[config.mk]
export PLATFORM = sky130hd
export DESIGN_NAME = checksummed_frame_receiver_top
export DESIGN_NICKNAME = d
export VERILOG_FILES = /design/src/hdl/cfr_pkg.sv /design/src/hdl/cfr_front.sv /design/src/hdl/cfr_fifo.sv /design/src/hdl/cfr_back.sv /design/src/hdl/checksummed_frame_receiver_top.sv
export SDC_FILE = /design/constraint.sdc
export NUM_CORES = 1
export LEC_CHECK = 0
export ABC_AREA = 1
export BUFFER_PORTS_ARGS = -buffer_cell sky130_fd_sc_hd__buf_2
export CORE_UTILIZATION = 51
export DETAILED_ROUTE_END_ITERATION = 6
export PLACE_DENSITY = 0.71
export SYNTH_ARGS = -nofsm -noshare
export SYNTH_HDL_FRONTEND = slang
export SYNTH_HIERARCHICAL = 1
export SYNTH_SLANG_ARGS = --single-unit
[constraint.sdc]
create_clock -name clk -period 13.7 [get_ports clk]
set_clock_uncertainty 0.1 [all_clocks]
set_input_delay 3.425 -clock clk [delete_from_list [all_inputs] [get_ports clk]]
set_output_delay 3.425 -clock clk [all_outputs]
set_load 0.02 [all_outputs]
[src/hdl/cfr_pkg.sv]
// ----------------------------------------------------------------------------
// cfr_pkg: shared types and constants of the checksummed frame receiver
// Holds the configuration bundle, the frame record passed from the parser
// to the decoder, register indexes and frame code constants.
// ----------------------------------------------------------------------------
package cfr_pkg;

	// Frame geometry
	localparam int PAYLOAD_BYTES = 8;
	localparam int PAYLOAD_W     = 64;
	localparam int ALIGN_SHIFT   = ((8 - PAYLOAD_BYTES) % 8) * 8;
	localparam int FIFO_DEPTH    = 2;

	// Configuration register indexes
	localparam logic [2:0] REG_FIRST_SYNC  = 3'd0;
	localparam logic [2:0] REG_SECOND_SYNC = 3'd1;
	localparam logic [2:0] REG_SENDER_ID   = 3'd2;
	localparam logic [2:0] REG_FIRST_TAIL  = 3'd3;
	localparam logic [2:0] REG_SECOND_TAIL = 3'd4;

	// Register reset values
	localparam logic [7:0] RST_FIRST_SYNC  = 8'd170;
	localparam logic [7:0] RST_SECOND_SYNC = 8'd187;
	localparam logic [7:0] RST_SENDER_ID   = 8'd0;
	localparam logic [7:0] RST_FIRST_TAIL  = 8'd238;
	localparam logic [7:0] RST_SECOND_TAIL = 8'd255;

	// Frame codes
	localparam logic [7:0] FC_INFO       = 8'h01;
	localparam logic [7:0] SFC_RUN_INFO  = 8'h00;
	localparam logic [7:0] SFC_FAULT     = 8'h01;

	localparam logic [1:0] KIND_RUN_INFO = 2'd0;
	localparam logic [1:0] KIND_FAULT    = 2'd1;
	localparam logic [1:0] KIND_OTHER    = 2'd2;

	localparam logic [3:0] FAULT_NONE    = 4'd0;
	localparam logic [3:0] FAULT_LV2_B0  = 4'd14;
	localparam logic [3:0] FAULT_LV2_B1  = 4'd15;
	localparam int         LV1_BITS      = 13;

	typedef struct packed {
		logic [7:0] first_sync;
		logic [7:0] second_sync;
		logic [7:0] sender_id;
		logic [7:0] first_tail;
		logic [7:0] second_tail;
	} cfg_t;

	typedef struct packed {
		logic [7:0]           function_code;
		logic [7:0]           subfunction_code;
		logic [PAYLOAD_W-1:0] payload;
	} frame_t;

endpackage

[src/hdl/cfr_front.sv]
// ----------------------------------------------------------------------------
// cfr_front: frame parser
// Hunts for sync bytes, checks id, checksum and tail, and pushes each good
// frame as one record into the frame queue.
// ----------------------------------------------------------------------------
module cfr_front import cfr_pkg::*; (
	input  logic       clk,
	input  logic       arst_n,
	input  cfg_t       cfg,
	input  logic       in_valid,
	output logic       in_ready,
	input  logic [7:0] rx_byte,
	input  logic       fifo_full,
	output logic       push,
	output frame_t     push_frame
);

	typedef enum logic [3:0] {
		PH_SYNC1   = 4'd0,
		PH_SYNC2   = 4'd1,
		PH_ID      = 4'd2,
		PH_FC      = 4'd3,
		PH_SFC     = 4'd4,
		PH_PAYLOAD = 4'd5,
		PH_SUM_HI  = 4'd6,
		PH_SUM_LO  = 4'd7,
		PH_TAIL1   = 4'd8,
		PH_TAIL2   = 4'd9
	} phase_t;

	phase_t               phase_q;
	logic [3:0]           count_q;
	logic [3:0]           count_next;
	logic [7:0]           fc_q;
	logic [7:0]           sfc_q;
	logic [PAYLOAD_W-1:0] payload_q;
	logic [15:0]          sum_q;
	logic [7:0]           sum_hi_q;
	logic                 accept;

	assign in_ready   = !fifo_full;
	assign accept     = in_valid && in_ready;
	assign count_next = count_q + 4'd1;

	// Push a record when the second tail byte matches
	assign push = accept && (phase_q == PH_TAIL2) && (rx_byte == cfg.second_tail);
	assign push_frame.function_code    = fc_q;
	assign push_frame.subfunction_code = sfc_q;
	assign push_frame.payload          = payload_q << ALIGN_SHIFT;

	// Advance the parse phase on each accepted byte
	always_ff @(posedge clk or negedge arst_n) begin
		if (!arst_n) begin
			phase_q <= PH_SYNC1;
			count_q <= 4'd0;
		end else if (accept) begin
			case (phase_q)
				PH_SYNC1: begin
					if (rx_byte == cfg.first_sync) phase_q <= PH_SYNC2;
				end
				PH_SYNC2: begin
					phase_q <= (rx_byte == cfg.second_sync) ? PH_ID : PH_SYNC1;
				end
				PH_ID: begin
					phase_q <= (rx_byte == cfg.sender_id) ? PH_FC : PH_SYNC1;
				end
				PH_FC: begin
					phase_q <= PH_SFC;
				end
				PH_SFC: begin
					count_q <= 4'd0;
					phase_q <= PH_PAYLOAD;
				end
				PH_PAYLOAD: begin
					count_q <= count_next;
					if (count_next >= 4'(PAYLOAD_BYTES)) phase_q <= PH_SUM_HI;
				end
				PH_SUM_HI: begin
					phase_q <= PH_SUM_LO;
				end
				PH_SUM_LO: begin
					phase_q <= ({sum_hi_q, rx_byte} == sum_q) ? PH_TAIL1 : PH_SYNC1;
				end
				PH_TAIL1: begin
					phase_q <= (rx_byte == cfg.first_tail) ? PH_TAIL2 : PH_SYNC1;
				end
				PH_TAIL2: begin
					phase_q <= PH_SYNC1;
				end
				default: begin
					phase_q <= PH_SYNC1;
				end
			endcase
		end
	end

	// Capture codes, payload and checksum terms
	always_ff @(posedge clk) begin
		if (accept) begin
			case (phase_q)
				PH_ID: begin
					sum_q <= {8'd0, rx_byte};
				end
				PH_FC: begin
					fc_q  <= rx_byte;
					sum_q <= sum_q + {8'd0, rx_byte};
				end
				PH_SFC: begin
					sfc_q     <= rx_byte;
					sum_q     <= sum_q + {8'd0, rx_byte};
					payload_q <= '0;
				end
				PH_PAYLOAD: begin
					payload_q <= {payload_q[PAYLOAD_W-9:0], rx_byte};
					sum_q     <= sum_q + {8'd0, rx_byte};
				end
				PH_SUM_HI: begin
					sum_hi_q <= rx_byte;
				end
				default: begin
				end
			endcase
		end
	end

endmodule

[src/hdl/cfr_fifo.sv]
// ----------------------------------------------------------------------------
// cfr_fifo: frame record queue
// Two-entry queue that lets the parser and the decoder stall independently.
// ----------------------------------------------------------------------------
module cfr_fifo import cfr_pkg::*; (
	input  logic   clk,
	input  logic   arst_n,
	input  logic   push,
	input  frame_t push_frame,
	output logic   full,
	output logic   not_empty,
	input  logic   pop,
	output frame_t pop_frame
);

	frame_t     mem_q [FIFO_DEPTH];
	logic       wr_ptr_q;
	logic       rd_ptr_q;
	logic [1:0] count_q;
	logic       do_push;
	logic       do_pop;

	assign full      = (count_q == 2'(FIFO_DEPTH));
	assign not_empty = (count_q != 2'd0);
	assign do_push   = push && !full;
	assign do_pop    = pop && not_empty;
	assign pop_frame = mem_q[rd_ptr_q];

	// Track pointers and fill level
	always_ff @(posedge clk or negedge arst_n) begin
		if (!arst_n) begin
			wr_ptr_q <= 1'b0;
			rd_ptr_q <= 1'b0;
			count_q  <= 2'd0;
		end else begin
			if (do_push) wr_ptr_q <= !wr_ptr_q;
			if (do_pop)  rd_ptr_q <= !rd_ptr_q;
			case ({do_push, do_pop})
				2'b10:   count_q <= count_q + 2'd1;
				2'b01:   count_q <= count_q - 2'd1;
				default: count_q <= count_q;
			endcase
		end
	end

	// Store pushed records
	always_ff @(posedge clk) begin
		if (do_push) mem_q[wr_ptr_q] <= push_frame;
	end

endmodule

[src/hdl/cfr_back.sv]
// ----------------------------------------------------------------------------
// cfr_back: frame decoder and output register
// Pops a frame record, decodes run-info and fault views, and holds the
// result until the receiver takes it.
// ----------------------------------------------------------------------------
module cfr_back import cfr_pkg::*; (
	input  logic                 clk,
	input  logic                 arst_n,
	input  logic                 fifo_not_empty,
	input  frame_t               fifo_frame,
	output logic                 pop,
	output logic                 out_valid,
	input  logic                 out_ready,
	output logic [7:0]           function_code,
	output logic [7:0]           subfunction_code,
	output logic [PAYLOAD_W-1:0] payload,
	output logic [1:0]           frame_kind,
	output logic [15:0]          feedback_speed,
	output logic [7:0]           lower_status,
	output logic [3:0]           fault_code
);

	logic                 valid_q;
	logic [7:0]           fc_q;
	logic [7:0]           sfc_q;
	logic [PAYLOAD_W-1:0] payload_q;
	logic [1:0]           kind_q;
	logic [15:0]          speed_q;
	logic [7:0]           status_q;
	logic [3:0]           fault_q;

	logic [15:0] lv1;
	logic [7:0]  lv2;
	logic [3:0]  fault_dec;
	logic        is_info;
	logic        is_run;
	logic        is_fault;

	assign pop     = fifo_not_empty && (!valid_q || out_ready);
	assign lv1     = fifo_frame.payload[63:48];
	assign lv2     = fifo_frame.payload[39:32];
	assign is_info = (fifo_frame.function_code == FC_INFO);
	assign is_run  = is_info && (fifo_frame.subfunction_code == SFC_RUN_INFO);
	assign is_fault = is_info && (fifo_frame.subfunction_code == SFC_FAULT);

	// Priority-encode the lowest level-one bit, then the level-two bits
	always_comb begin
		if (lv2[0])      fault_dec = FAULT_LV2_B0;
		else if (lv2[1]) fault_dec = FAULT_LV2_B1;
		else             fault_dec = FAULT_NONE;
		for (int i = LV1_BITS - 1; i >= 0; i--) begin
			if (lv1[i]) fault_dec = 4'(i + 1);
		end
	end

	// Hold the output valid until taken
	always_ff @(posedge clk or negedge arst_n) begin
		if (!arst_n) begin
			valid_q <= 1'b0;
		end else if (pop) begin
			valid_q <= 1'b1;
		end else if (out_ready) begin
			valid_q <= 1'b0;
		end
	end

	// Load the decoded result
	always_ff @(posedge clk) begin
		if (pop) begin
			fc_q      <= fifo_frame.function_code;
			sfc_q     <= fifo_frame.subfunction_code;
			payload_q <= fifo_frame.payload;
			kind_q    <= is_run ? KIND_RUN_INFO : (is_fault ? KIND_FAULT : KIND_OTHER);
			speed_q   <= is_run ? lv1 : 16'd0;
			status_q  <= is_run ? fifo_frame.payload[47:40] : 8'd0;
			fault_q   <= is_fault ? fault_dec : FAULT_NONE;
		end
	end

	assign out_valid        = valid_q;
	assign function_code    = fc_q;
	assign subfunction_code = sfc_q;
	assign payload          = payload_q;
	assign frame_kind       = kind_q;
	assign feedback_speed   = speed_q;
	assign lower_status     = status_q;
	assign fault_code       = fault_q;

endmodule

[src/hdl/checksummed_frame_receiver_top.sv]
// ----------------------------------------------------------------------------
// checksummed_frame_receiver_top: checksummed frame receiver
// Parses a byte stream into checksummed frames and emits decoded frames.
//
// Usage:
//   Input channel in_valid/in_ready/rx_byte carries one received byte per
//   request; the parser takes one byte every cycle while its frame queue
//   has room. A frame is 17 bytes; a good frame yields one output request
//   on out_valid/out_ready with codes, payload and decoded fields.
//   The edge that accepts the last tail byte writes the frame queue; the output
//   register then loads from the queue once it is empty or being taken.
//   Throughput: one byte per cycle, set by the single-step parse phase
//   register; the two-entry frame queue and the output register absorb
//   receiver stalls. If the receiver stalls long enough that the queue
//   fills, in_ready drops until a frame is taken.
//   Reset (arst_n low) returns the parser to hunting the first sync byte,
//   empties the queue and restores register defaults.
//   Registers at byte addresses 0,4,8,12,16 over the APB port: first sync,
//   second sync, sender id, first tail, second tail.
// ----------------------------------------------------------------------------
module checksummed_frame_receiver_top import cfr_pkg::*; (
	input  logic                 clk,
	input  logic                 arst_n,
	input  logic                 psel,
	input  logic                 penable,
	input  logic                 pwrite,
	input  logic [4:0]           paddr,
	input  logic [31:0]          pwdata,
	output logic [31:0]          prdata,
	output logic                 pready,
	input  logic                 in_valid,
	output logic                 in_ready,
	input  logic [7:0]           rx_byte,
	output logic                 out_valid,
	input  logic                 out_ready,
	output logic [7:0]           function_code,
	output logic [7:0]           subfunction_code,
	output logic [PAYLOAD_W-1:0] payload,
	output logic [1:0]           frame_kind,
	output logic [15:0]          feedback_speed,
	output logic [7:0]           lower_status,
	output logic [3:0]           fault_code
);

	cfg_t       cfg_q;
	logic [2:0] reg_idx;
	logic       cfg_wr;
	logic       push;
	frame_t     push_frame;
	logic       fifo_full;
	logic       fifo_not_empty;
	logic       pop;
	frame_t     pop_frame;

	assign pready  = 1'b1;
	assign reg_idx = paddr[4:2];
	assign cfg_wr  = psel && penable && pwrite && pready;

	// Write configuration registers
	always_ff @(posedge clk or negedge arst_n) begin
		if (!arst_n) begin
			cfg_q.first_sync  <= RST_FIRST_SYNC;
			cfg_q.second_sync <= RST_SECOND_SYNC;
			cfg_q.sender_id   <= RST_SENDER_ID;
			cfg_q.first_tail  <= RST_FIRST_TAIL;
			cfg_q.second_tail <= RST_SECOND_TAIL;
		end else if (cfg_wr) begin
			case (reg_idx)
				REG_FIRST_SYNC:  cfg_q.first_sync  <= pwdata[7:0];
				REG_SECOND_SYNC: cfg_q.second_sync <= pwdata[7:0];
				REG_SENDER_ID:   cfg_q.sender_id   <= pwdata[7:0];
				REG_FIRST_TAIL:  cfg_q.first_tail  <= pwdata[7:0];
				REG_SECOND_TAIL: cfg_q.second_tail <= pwdata[7:0];
				default: begin
				end
			endcase
		end
	end

	// Read back configuration registers
	always_comb begin
		case (reg_idx)
			REG_FIRST_SYNC:  prdata = {24'd0, cfg_q.first_sync};
			REG_SECOND_SYNC: prdata = {24'd0, cfg_q.second_sync};
			REG_SENDER_ID:   prdata = {24'd0, cfg_q.sender_id};
			REG_FIRST_TAIL:  prdata = {24'd0, cfg_q.first_tail};
			REG_SECOND_TAIL: prdata = {24'd0, cfg_q.second_tail};
			default:         prdata = 32'd0;
		endcase
	end

	cfr_front u_front (
		.clk        (clk),
		.arst_n     (arst_n),
		.cfg        (cfg_q),
		.in_valid   (in_valid),
		.in_ready   (in_ready),
		.rx_byte    (rx_byte),
		.fifo_full  (fifo_full),
		.push       (push),
		.push_frame (push_frame)
	);

	cfr_fifo u_fifo (
		.clk        (clk),
		.arst_n     (arst_n),
		.push       (push),
		.push_frame (push_frame),
		.full       (fifo_full),
		.not_empty  (fifo_not_empty),
		.pop        (pop),
		.pop_frame  (pop_frame)
	);

	cfr_back u_back (
		.clk              (clk),
		.arst_n           (arst_n),
		.fifo_not_empty   (fifo_not_empty),
		.fifo_frame       (pop_frame),
		.pop              (pop),
		.out_valid        (out_valid),
		.out_ready        (out_ready),
		.function_code    (function_code),
		.subfunction_code (subfunction_code),
		.payload          (payload),
		.frame_kind       (frame_kind),
		.feedback_speed   (feedback_speed),
		.lower_status     (lower_status),
		.fault_code       (fault_code)
	);

endmodule

==> results of run 1 <==
==> per-stage QoR <==
step	std cells	setup slack, ns	power [uW]	area (um2)	utilization
2_1_floorplan	1602	3.68	1620	18900	-
3_3_place_gp	2146	5.66	1670	19700	0.548
3_5_place_dp	2146	5.66	1670	19700	0.548
4_1_cts	2225	5.65	2790	21000	0.586
5_1_grt	2225	5.53	2860	21000	0.586
6_report	2225	5.64	2760	21000	0.586
==> registers in the layout (all words and copies together), names as in the netlist <==
name	count
u_front/phase_q	4
u_front/payload_q	64
cfg_q	40
u_back/out_valid	1
u_back/subfunction_code	8
u_back/feedback_speed	16
u_back/payload	64
u_front/sum_q	16
u_back/frame_kind	2
u_front/fc_q	8
u_back/lower_status	8
u_front/sum_hi_q	8
u_front/count_q	4
u_fifo/count_q	2
u_front/sfc_q	8
u_fifo/wr_ptr_q	1
u_back/fault_code	4
u_back/function_code	8
u_fifo/mem_q	160
u_fifo/rd_ptr_q	1
==> critical path: cells and delay by family <==
family / cells / cell delay, ns
and+or+nand+nor: 5 / 0.74
buffers and inverters: 2 / 0.37
==> Yosys cell counts (all sizes together), types with 8 or more instances <==
| master | n |
|---|---|
| a21oi | 17 |
| buf | 65 |
| dfrtp | 29 |
| dfstp | 24 |
| edfxtp | 374 |
| ha | 10 |
| inv | 169 |
| nand2 | 524 |
| nand3 | 70 |
| nand4 | 17 |
| nor2 | 162 |
| nor3 | 8 |
| o21ai | 58 |
| xnor2 | 19 |
| xor2 | 11 |
==> how the worst max path moves through the flow <==
stage | to | startpoint | cells past startpoint
4_1_cts | prdata[6] | paddr[3] | 7
5_1_grt | prdata[7] | paddr[3] | 7
3_3_place_gp | prdata[6] | paddr[3] | 7
2_1_floorplan | u_fifo/count_q[1]$_DFFE_PN0P_ | out_ready | 9
6_report | prdata[6] | paddr[3] | 7
3_5_place_dp | prdata[6] | paddr[3] | 7
==> kinds of logic (layout without fill, tap and decap cells) <==
logic type / Yosys count / after routing / synth area share
AO/OA/AOI/OAI: 79 / 79 / 0.0217
XOR/XNOR: 30 / 30 / 0.0140
adder cells (fa/ha/maj): 11 / 11 / 0.00773
buffers and inverters: 239 / 401 / 0.0645
flip-flops: 427 / 427 / 0.670
other: 2 / 25 / 0.000400
AND/OR/NAND/NOR: 791 / 791 / 0.221
==> report_power, final <==
group	switching, uW	total (uW)	internal (uW)
clock	464	1110	650
combinational	112	164	52.1
sequential	36.6	1480	1440
==> layer usage <==
metal,wire [um],GRT usage,part of all wire
met1,15200,0.248,0.43
met2,17400,0.320,0.49
met4,864,0.0629,0.024
met5,8,0,0.00023
met3,1920,0.0339,0.054
==> final cells by class <==
type                       count  area (um2)  share of cell area
sequential                   427       12600               0.598
clock buffer                  58        1200              0.0569
multi-input combinational    936        5090               0.242
clock inverter                21         150             0.00714
timing repair buffer         153         786              0.0373
inverter                     169         651              0.0309
tap                          461         577              0.0274
==> layout by cell type, fill, tap and decap left out, drive strengths merged <==
cell and instances:
conb 25, o21ai 58, dfstp 24, a21oi 17, nand3b 2, clkinvlp 1
nor4 2, and2 1, edfxtp 374, buf 153, nand3 70, xor2 11
nor2b 1, nor3 8, fa 1, ha 10, clkinv 17, dfrtp 29
xnor2 19, a211oi 2, nand4 17, bufinv 2, or2 4, inv 170
nor2 162, clkbuf 58, o22ai 2, nand2 524
==> results by group, run 1 <==
Outcome
  • Outcome: complete, no violations

Clock network
  • Post-CTS Setup Bufs: 0
  • Resized Gates After CTS: 0
  • TritonCTS Buffers: 44
  • Cts hold-fix bufs: 0
  • Root Buffer Master: clkbuf_16
  • CTS max path bufs: 3
  • CTS tree: yes
  • # clock sinks: 427
  • Worst-Skew Late Latency: 0.54 ns
  • Clk slew on worst S/H paths: 0.05 ns
  • H-tree Lvls: 2

Final layout
  • Number of diodes: 0
  • Nets: 1794
  • Area Growth Syn to Fin: 12.0%
  • Fill cells: 2894
  • Layout cells sized above 1: 0.260

Logic synthesis
  • Yosys top cell by area: edfxtp_1
  • Synthesized flop and latch total: 427
  • Synthesis Warnings: 6
  • Post-Syn Area per Cell: 11.9 um2
  • Top_reg_cell synth: edfxtp_1
  • Yosys top cell area share: 0.598
  • Synth top area cells: edfxtp_1, nand2_1, nand2_4
  • Synth Cell Area: 0.0188 mm2
  • Async set or reset register ratio after synthesis: 0.124
  • Seq/Total Area, Yosys: 0.670
  • Syn Inst Count: 1579
  • Post-synth EDFFs: 374
  • Post-synth cell types: 46

Global route
  • Initial antenna violation count: 1
  • Global Route Usage Sum: 0.189
  • Largest net degree at the start of global routing: 82
  • Gr ovfl total: 0
  • First-pass GRT wire length: 55900 um
  • Via count of the first global-routing pass: 10400

Detailed routing
  • Initial drt markers: 641
  • Vias: 11000
  • Mean routed wirelength per cell: 15.9 um
  • Antenna-violating nets left: 0
  • Drc violations: 0
  • Mean number of vias per cell: 4.95
  • TritonRoute pass-1 iters: 7
  • Total routed wirelength: 35500 um

STA
  • Setup Total Neg Slack: 0 ns
  • Worst hold slack: 0.343 ns
  • RSZ-0062 raised after global routing: no
  • Period utilization: 0.589
  • Fmax: 124 MHz
  • Slew Limit Fails: 0
  • Slew headroom: 0.314
  • Final setup vio count: 0
  • Final hold violations: 0
  • Period minus WS final: 8.06 ns
  • Worst slew pin tran: 1.03 ns

Setup path
  • CP max stage cell: nor2_4
  • Crit-path cells: buf_2 -> nor2_4 -> nand2_1 -> nor2_1 -> nor2_1 -> nand2_1 -> buf_2
  • CP peak stage delay: 0.22 ns
  • Reg-to-reg endpoint: u_fifo/mem_q[1][60]$_DFFE_PP_
  • Startpoint Class: input port
  • Crit path DAT: 4.54 ns
  • Reg-to-Reg Start: u_fifo/count_q[1]$_DFFE_PN0P_
  • Reg2Reg Depth: 10
  • Critical Path RT: 10.18 ns
  • Reg2reg setup slack: 10.30 ns
  • Largest fanout on the critical path: 12
  • Crit path capture type: output pin
  • Critical path type: input port to output pin

Min path
  • Hold path endpoint: u_fifo/mem_q[1][78]$_DFFE_PP_
  • HP Class: register to register
  • Hold Path Origin: u_front/fc_q[6]$_DFFE_PP_
  • Hold Path Cell Cnt: 0

Die
  • Initial Util: 0.523
  • Die H: 194 um
  • Core Area: 0.0359 mm2
  • Die width: 194 um
  • FP Rows: 69
  • Die area: 0.0376 mm2
  • Ports: 197

Power and ir drop
  • Peak VDD IR: 73.0 uV
  • Pwr Density: 131 mW/mm2
  • Pleak: 0.00853 uW

Placement
  • Post-detail-place hpwl: 22800 um
  • Placer Congestion: 0.898
  • Port Buffer Count: 145

Flow run
  • Max-cap violations: 0
Power figures use the tool's default switching activity.
==> run 2, diff against run 1 <==
==> constraint.sdc (replaced) <==
create_clock -name clk -period 8 [get_ports clk]
set_clock_uncertainty 0.1 [all_clocks]
set_input_delay 2 -clock clk [delete_from_list [all_inputs] [get_ports clk]]
set_output_delay 2 -clock clk [all_outputs]
set_load 0.02 [all_outputs]
==> run 2 against run 1 <==
Net effect:
- clock-buffer cell count decreased by 2
- via count rose by 0.11%
- global-route usage is 0.64 points higher
- clock power up 72%
- critical path depth unchanged
- register-to-register slack worse by 5.7 ns
- utilization decreased by 0.056 points
- worst hold slack lost 0.0047 ns
- cell area about the same
- non-clock buffer count down 1
- first-iteration DRC count rose by 26%
- combinational power grew 71%
==> results by group, run 2 (synthesis gave the netlist of run 1 again) <==
Clock network
  • Root Buffer Master: clkbuf_16
  • Resized Gates After CTS: 0 (unchanged)
  • Cts hold-fix bufs: 0 (unchanged)
  • # clock sinks: 427 (unchanged)
  • Post-CTS Setup Bufs: 0 (unchanged)
  • TritonCTS Buffers: 44 (unchanged)
  • Worst-Skew Late Latency: 0.55 ns (about the same)
  • H-tree Lvls: 2 (unchanged)
  • CTS tree: yes
  • Clk slew on worst S/H paths: 0.06 ns (about the same)
  • CTS max path bufs: 3 (unchanged)

STA
  • Period minus WS final: 5.24 ns
  • Slew Limit Fails: 0 (unchanged)
  • Worst slew pin tran: 1.17 ns (+0.144 ns)
  • Period utilization: 0.655
  • Worst hold slack: 0.338 ns (-0.00474 ns)
  • Slew headroom: 0.218 (-0.0959)
  • Final hold violations: 0 (unchanged)
  • Setup Total Neg Slack: 0 ns (unchanged)
  • Fmax: 191 MHz
  • Final setup vio count: 0 (unchanged)
  • RSZ-0062 raised after global routing: no

Global route
  • Global Route Usage Sum: 0.196 (+0.00635)
  • First-pass GRT wire length: 57700 um (+3.1%)
  • Gr ovfl total: 0 (unchanged)
  • Via count of the first global-routing pass: 10800 (+3.8%)
  • Initial antenna violation count: 1 (unchanged)
  • Largest net degree at the start of global routing: 86 (+4.9%)

Final layout
  • Seq. cell area: 0.0126 mm2 (unchanged)
  • Number of diodes: 0 (unchanged)
  • Multi-input gate area: 0.00509 mm2 (unchanged)
  • Area Growth Syn to Fin: 11.9% (about the same)
  • Max reg flops: 160 (unchanged)
  • Reg with most FFs: u_fifo/mem_q
  • Layout cells sized above 1: 0.260 (+0.000862)
  • Nets: 1793 (-0.056%)
  • Fill cells: 2854 (-1.4%)
  • Commonest non-fill, non-tap cells in the layout: edfxtp_1, nand2_1, inv_1
  • Commonest non-fill, non-tap cell in the layout: edfxtp_1

Detailed routing
  • Antenna-violating nets left: 0 (unchanged)
  • TritonRoute pass-1 iters: 7 (unchanged)
  • Mean routed wirelength per cell: 16.4 um (+2.8%)
  • Total routed wirelength: 36400 um (+2.7%)
  • Initial drt markers: 810 (+26%)
  • Drc violations: 0 (unchanged)
  • Mean number of vias per cell: 4.96 (+0.20%)
  • Vias: 11000 (+0.11%)

Setup path
  • Critical Path RT: 5.90 ns (-4.28 ns)
  • Crit-path cells: buf_2 -> nor2_4 -> nand2_1 -> nor2_1 -> nor2_1 -> nand2_1 -> buf_2
  • Startpoint Class: input port
  • CP peak stage delay: 0.31 ns (+0.09 ns)
  • Critical path type: input port to output pin
  • Largest fanout on the critical path: 12 (unchanged)
  • Crit path capture type: output pin
  • CP max stage cell: buf_2
  • Reg2reg setup slack: 4.60 ns (-5.70 ns)
  • Crit path DAT: 3.14 ns (-1.40 ns)

Placement
  • Post-detail-place hpwl: 23400 um (+2.3%)
  • Port Buffer Count: 145 (unchanged)
  • Placer Congestion: 0.883 (-1.6%)

Min path
  • HP Class: register to register

Die
  • FP Rows: 69 (unchanged)
  • Die width: 194 um (unchanged)
  • Ports: 197 (unchanged)
  • Die H: 194 um (unchanged)
  • Core Area: 0.0359 mm2 (unchanged)
  • Initial Util: 0.523 (unchanged)
  • Die area: 0.0376 mm2 (unchanged)

Flow run
  • Max-cap violations: 0 (unchanged)

Power and ir drop
  • Pwr Density: 225 mW/mm2 (+71%)
  • Pleak: 0.00852 uW (-0.16%)
  • Peak VDD IR: 146 uV (+100%)

Outcome
  • Outcome: complete, no violations
## run 2: power breakdown
group / total, uW / internal, uW / switching [uW]
Clock: 1910 / 1100 / 814
Combinational: 280 / 89.2 / 191
Sequential: 2540 / 2470 / 63.4
Total: 4730 / 3660 / 1070
## run 2: area by class of cell
class / count / share of cell area
sequential: 427 / 0.599
multi-input combinational: 936 / 0.242
clock buffer: 56 / 0.0555
timing repair buffer: 152 / 0.0370
inverter: 169 / 0.0310
tap: 461 / 0.0274
clock inverter: 22 / 0.00792
## run 2: worst max-delay path, delay by kind of cell
| kind | cells | cell delay (ns) |
|---|---|---|
| and+or+nand+nor | 5 | 0.68 |
| buffers and inverters | 2 | 0.47 |
## run 2: final timing paths
check	startpoint	end	cells past startpoint
worst max-delay path	paddr[3]	prdata[6]	7
worst min-delay path	u_front/fc_q[6]$_DFFE_PP_	u_fifo/mem_q[1][78]$_DFFE_PP_	0
worst max register to register	u_fifo/count_q[1]$_DFFE_PN0P_	u_fifo/mem_q[0][64]$_DFFE_PP_	10
worst min register to register	u_front/fc_q[6]$_DFFE_PP_	u_fifo/mem_q[1][78]$_DFFE_PP_	0
max in group asynchronous	arst_n	u_fifo/rd_ptr_q$_DFFE_PN0P_	2
min in group asynchronous	arst_n	cfg_q[17]$_DFFE_PN0P_	2
## run 2: per-layer routing
layer | vias to the layer above | GRT usage | routed length [um]
met3 | 70 | 0.0350 | 1850
li1 | 5435 | - | -
met2 | 308 | 0.336 | 18200
met1 | 5221 | 0.249 | 15400
met5 | - | 0 | 8
met4 | 2 | 0.0720 | 974
## run 2: metrics by stage
stage               cell area, um2   util  cells  worst slack, ns  total power (uW)
floorplan                    18900      -   1602             1.25              2770
global placement             19700  0.548   2145             2.79              2860
detailed placement           19700  0.548   2145             2.80              2860
CTS                          21000  0.585   2223             2.80              4770
global route                 21000  0.585   2223             2.64              4900
finish                       21000  0.585   2223             2.76              4730
==> run 3, diff against run 2 <==
--- a/config.mk
+++ b/config.mk
@@ -5,7 +5,7 @@
 export SDC_FILE = /design/constraint.sdc
 export NUM_CORES = 1
 export LEC_CHECK = 0
-export ABC_AREA = 1
+export ABC_AREA = 0
 export BUFFER_PORTS_ARGS = -buffer_cell sky130_fd_sc_hd__buf_2
 export CORE_UTILIZATION = 51
 export DETAILED_ROUTE_END_ITERATION = 6
==> constraint.sdc (replaced) <==
create_clock -name clk -period 5.5 [get_ports clk]
set_clock_uncertainty 0.1 [all_clocks]
set_input_delay 1.375 -clock clk [delete_from_list [all_inputs] [get_ports clk]]
set_output_delay 1.375 -clock clk [all_outputs]
set_load 0.02 [all_outputs]
==> run 3 against run 2 <==
Net effect:
- die area fell by 8.3%
- setup slack worse by 1.3 ns
- cell area fell by 6.6%
- synthesized cell count fell by 36%
- critical path type unchanged
- utilization rose by 1.2 points
- largest cell class unchanged
- largest power group unchanged
==> results by group, run 3 <==
Logic synthesis
  • Yosys top cell by area: edfxtp_1
  • Post-synth cell types: 65 (+41%)
  • Async set or reset register ratio after synthesis: 0.124 (unchanged)
  • Commonest cells post-synth: edfxtp_1, mux2_2, and3_1, xnor2_1
  • Top-count cell post-synth: edfxtp_1
  • Post-Syn Area per Cell: 16.9 um2 (+42%)
  • Synth Cell Area: 0.0172 mm2 (-8.4%)
  • Seq/Total Area, Yosys: 0.732 (+0.0617)
  • Synth top area cells: edfxtp_1, mux2_2, dfrtp_1
  • Top_reg_cell synth: edfxtp_1
  • Synthesized flop and latch total: 427 (unchanged)
  • Synthesis Warnings: 6 (unchanged)
  • Post-synth EDFFs: 374 (unchanged)
  • Yosys top cell area share: 0.653 (+0.0551)
  • Syn Inst Count: 1017 (-36%)

Setup path
  • Startpoint Class: input port
  • Crit path DAT: 2.59 ns (-0.55 ns)
  • Reg-to-Reg Start: u_fifo/rd_ptr_q$_DFFE_PN0P_
  • Crit path capture type: output pin
  • CP endpoint: prdata[7]
  • Reg2reg setup slack: 2.26 ns (-2.34 ns)
  • Launch point of the critical path: paddr[3]
  • Largest fanout on the critical path: 15 (+3)
  • Reg2Reg Depth: 5 (-5)
  • Critical path type: input port to output pin
  • Critical Path RT: 4.03 ns (-1.87 ns)
  • Reg-to-reg endpoint: u_back/feedback_speed[0]$_SDFFCE_PN0P_

Final layout
  • Max reg flops: 160 (unchanged)
  • Commonest non-fill, non-tap cells in the layout: edfxtp_1, buf_2, mux2_2
  • Number of diodes: 0 (unchanged)
  • Layout cells sized above 1: 0.332 (+0.0717)
  • Fill cells: 2512 (-12%)
  • Area Growth Syn to Fin: 14.2%
  • Seq. cell area: 0.0126 mm2 (about the same)
  • Commonest non-fill, non-tap cell in the layout: edfxtp_1
  • Reg with most FFs: u_fifo/mem_q
  • Multi-input gate area: 0.00420 mm2 (-17%)
  • Nets: 1238 (-31%)

STA
  • RSZ-0062 raised after global routing: no
  • Setup Total Neg Slack: 0 ns (unchanged)
  • Period utilization: 0.739
  • Fmax: 246 MHz
  • Final setup vio count: 0 (unchanged)
  • Slew Limit Fails: 0 (unchanged)
  • Worst slew pin tran: 1.05 ns (-0.127 ns)
  • Final hold violations: 0 (unchanged)
  • Slew headroom: 0.300 (+0.0824)
  • Worst hold slack: 0.342 ns (+0.00415 ns)
  • Period minus WS final: 4.07 ns

Detailed routing
  • Initial drt markers: 651 (-20%)
  • Total routed wirelength: 31100 um (-15%)
  • Mean number of vias per cell: 5.34 (+7.5%)
  • Vias: 8803 (-20%)
  • Mean routed wirelength per cell: 18.8 um (+15%)
  • TritonRoute pass-1 iters: 4 (-3)
  • Drc violations: 0 (unchanged)
  • Antenna-violating nets left: 0 (unchanged)

Die
  • Die width: 186 um (-4.3%)
  • Initial Util: 0.523 (about the same)
  • FP Rows: 66 (-4.3%)
  • Core Area: 0.0329 mm2 (-8.5%)
  • Ports: 197 (unchanged)
  • Die area: 0.0345 mm2 (-8.3%)
  • Die H: 186 um (-4.3%)

Global route
  • Gr ovfl total: 0 (unchanged)
  • First-pass GRT wire length: 47900 um (-17%)
  • Via count of the first global-routing pass: 8665 (-20%)
  • Initial antenna violation count: 0 (-1)
  • Global Route Usage Sum: 0.182 (-0.0138)
  • Largest net degree at the start of global routing: 67 (-22%)

Clock network
  • Resized Gates After CTS: 0 (unchanged)
  • Clk slew on worst S/H paths: 0.06 ns (about the same)
  • TritonCTS Buffers: 43 (-2.3%)
  • CTS max path bufs: 3 (unchanged)
  • Post-CTS Setup Bufs: 0 (unchanged)
  • CTS tree: yes
  • Cts hold-fix bufs: 0 (unchanged)
  • # clock sinks: 427 (unchanged)
  • Worst-Skew Late Latency: 0.54 ns (about the same)
  • Root Buffer Master: clkbuf_16
  • H-tree Lvls: 2 (unchanged)

Outcome
  • Outcome: complete, no violations

Placement
  • Post-detail-place hpwl: 19700 um (-16%)
  • Placer Congestion: 0.852 (-3.5%)
  • Port Buffer Count: 145 (unchanged)

Power and ir drop
  • Pwr Density: 348 mW/mm2 (+55%)
  • Peak VDD IR: 270 uV (+85%)
  • Pleak: 0.00744 uW (-13%)

Flow run
  • Max-cap violations: 0 (unchanged)

Min path
  • HP Class: register to register
## run 3: cell count changes in the layout (fill, tap and decap cells not counted), moves of 65 or more
cell / previous run / this run
nand2_4: 80 / 0
inv_1: 156 / 8
nand2_2: 86 / 0
nand2_1: 358 / 29
nor2_1: 130 / 22
mux2_2: 0 / 121
and3_1: 0 / 65
## run 3: metal layers
layer	part of all wire	track usage
met1	0.43	0.238
met3	0.051	0.0299
met2	0.50	0.311
met4	0.021	0.0561
met5	0	0
## run 3: logic make-up (layout without fill, tap and decap cells)
family / count (synthesis) / in the layout / share of synthesized area
fa+ha+maj: 11 / 11 / 0.00844
simple gates: 220 / 220 / 0.0775
flops: 427 / 427 / 0.732
compound gates: 83 / 83 / 0.0322
mux: 129 / 129 / 0.0862
other cells: 2 / 25 / 0.000437
buf+inv: 81 / 248 / 0.0306
xor+xnor: 64 / 64 / 0.0326
## run 3: power breakdown
group          leakage [uW]  switching (uW)  total (uW)  internal (uW)
clock network      0.000672            1170        2860           1700
registers           0.00433            69.8        3640           3570
logic               0.00244             188         334            146
## run 3: layout make-up
type | count | share of cell area
Clock buffer | 53 | 0.0572
Clock inverter | 24 | 0.0138
Inverter | 11 | 0.00210
Multi-Input combinational cell | 532 | 0.214
Sequential cell | 427 | 0.641
Tap cell | 442 | 0.0282
Timing Repair Buffer | 160 | 0.0433
## run 3: how the worst min path moves through the flow
stage	startpoint	to	slack [ns]	cells after the start
after floorplan	u_front/payload_q[56]$_SDFFCE_PN0P_	u_fifo/mem_q[0][56]$_DFFE_PP_	0.32	0
after global placement	u_front/sfc_q[7]$_DFFE_PP_	u_fifo/mem_q[1][71]$_DFFE_PP_	0.32	0
after detailed placement	u_front/sfc_q[2]$_DFFE_PP_	u_fifo/mem_q[0][66]$_DFFE_PP_	0.33	0
after CTS	u_front/fc_q[5]$_DFFE_PP_	u_fifo/mem_q[0][77]$_DFFE_PP_	0.34	0
after global routing	u_front/sfc_q[6]$_DFFE_PP_	u_fifo/mem_q[1][70]$_DFFE_PP_	0.35	0
final	u_front/fc_q[7]$_DFFE_PP_	u_fifo/mem_q[0][79]$_DFFE_PP_	0.34	0
## run 3: critical path: stages
cell and delay [ns]:
buf_2 0.20, nor2_1 0.46, a32oi_1 0.20, o21ai_0 0.14, buf_2 0.21
## run 3: metrics by stage
stage	total power [uW]	util	worst slack [ns]	std cells	area [um2]
2_1_floorplan	3940	-	0.260	1040	17300
3_3_place_gp	4030	0.555	1.46	1572	18200
3_5_place_dp	4040	0.555	1.40	1572	18200
4_1_cts	6900	0.597	1.48	1649	19600
5_1_grt	7040	0.597	1.36	1649	19600
6_report	6840	0.597	1.43	1649	19600
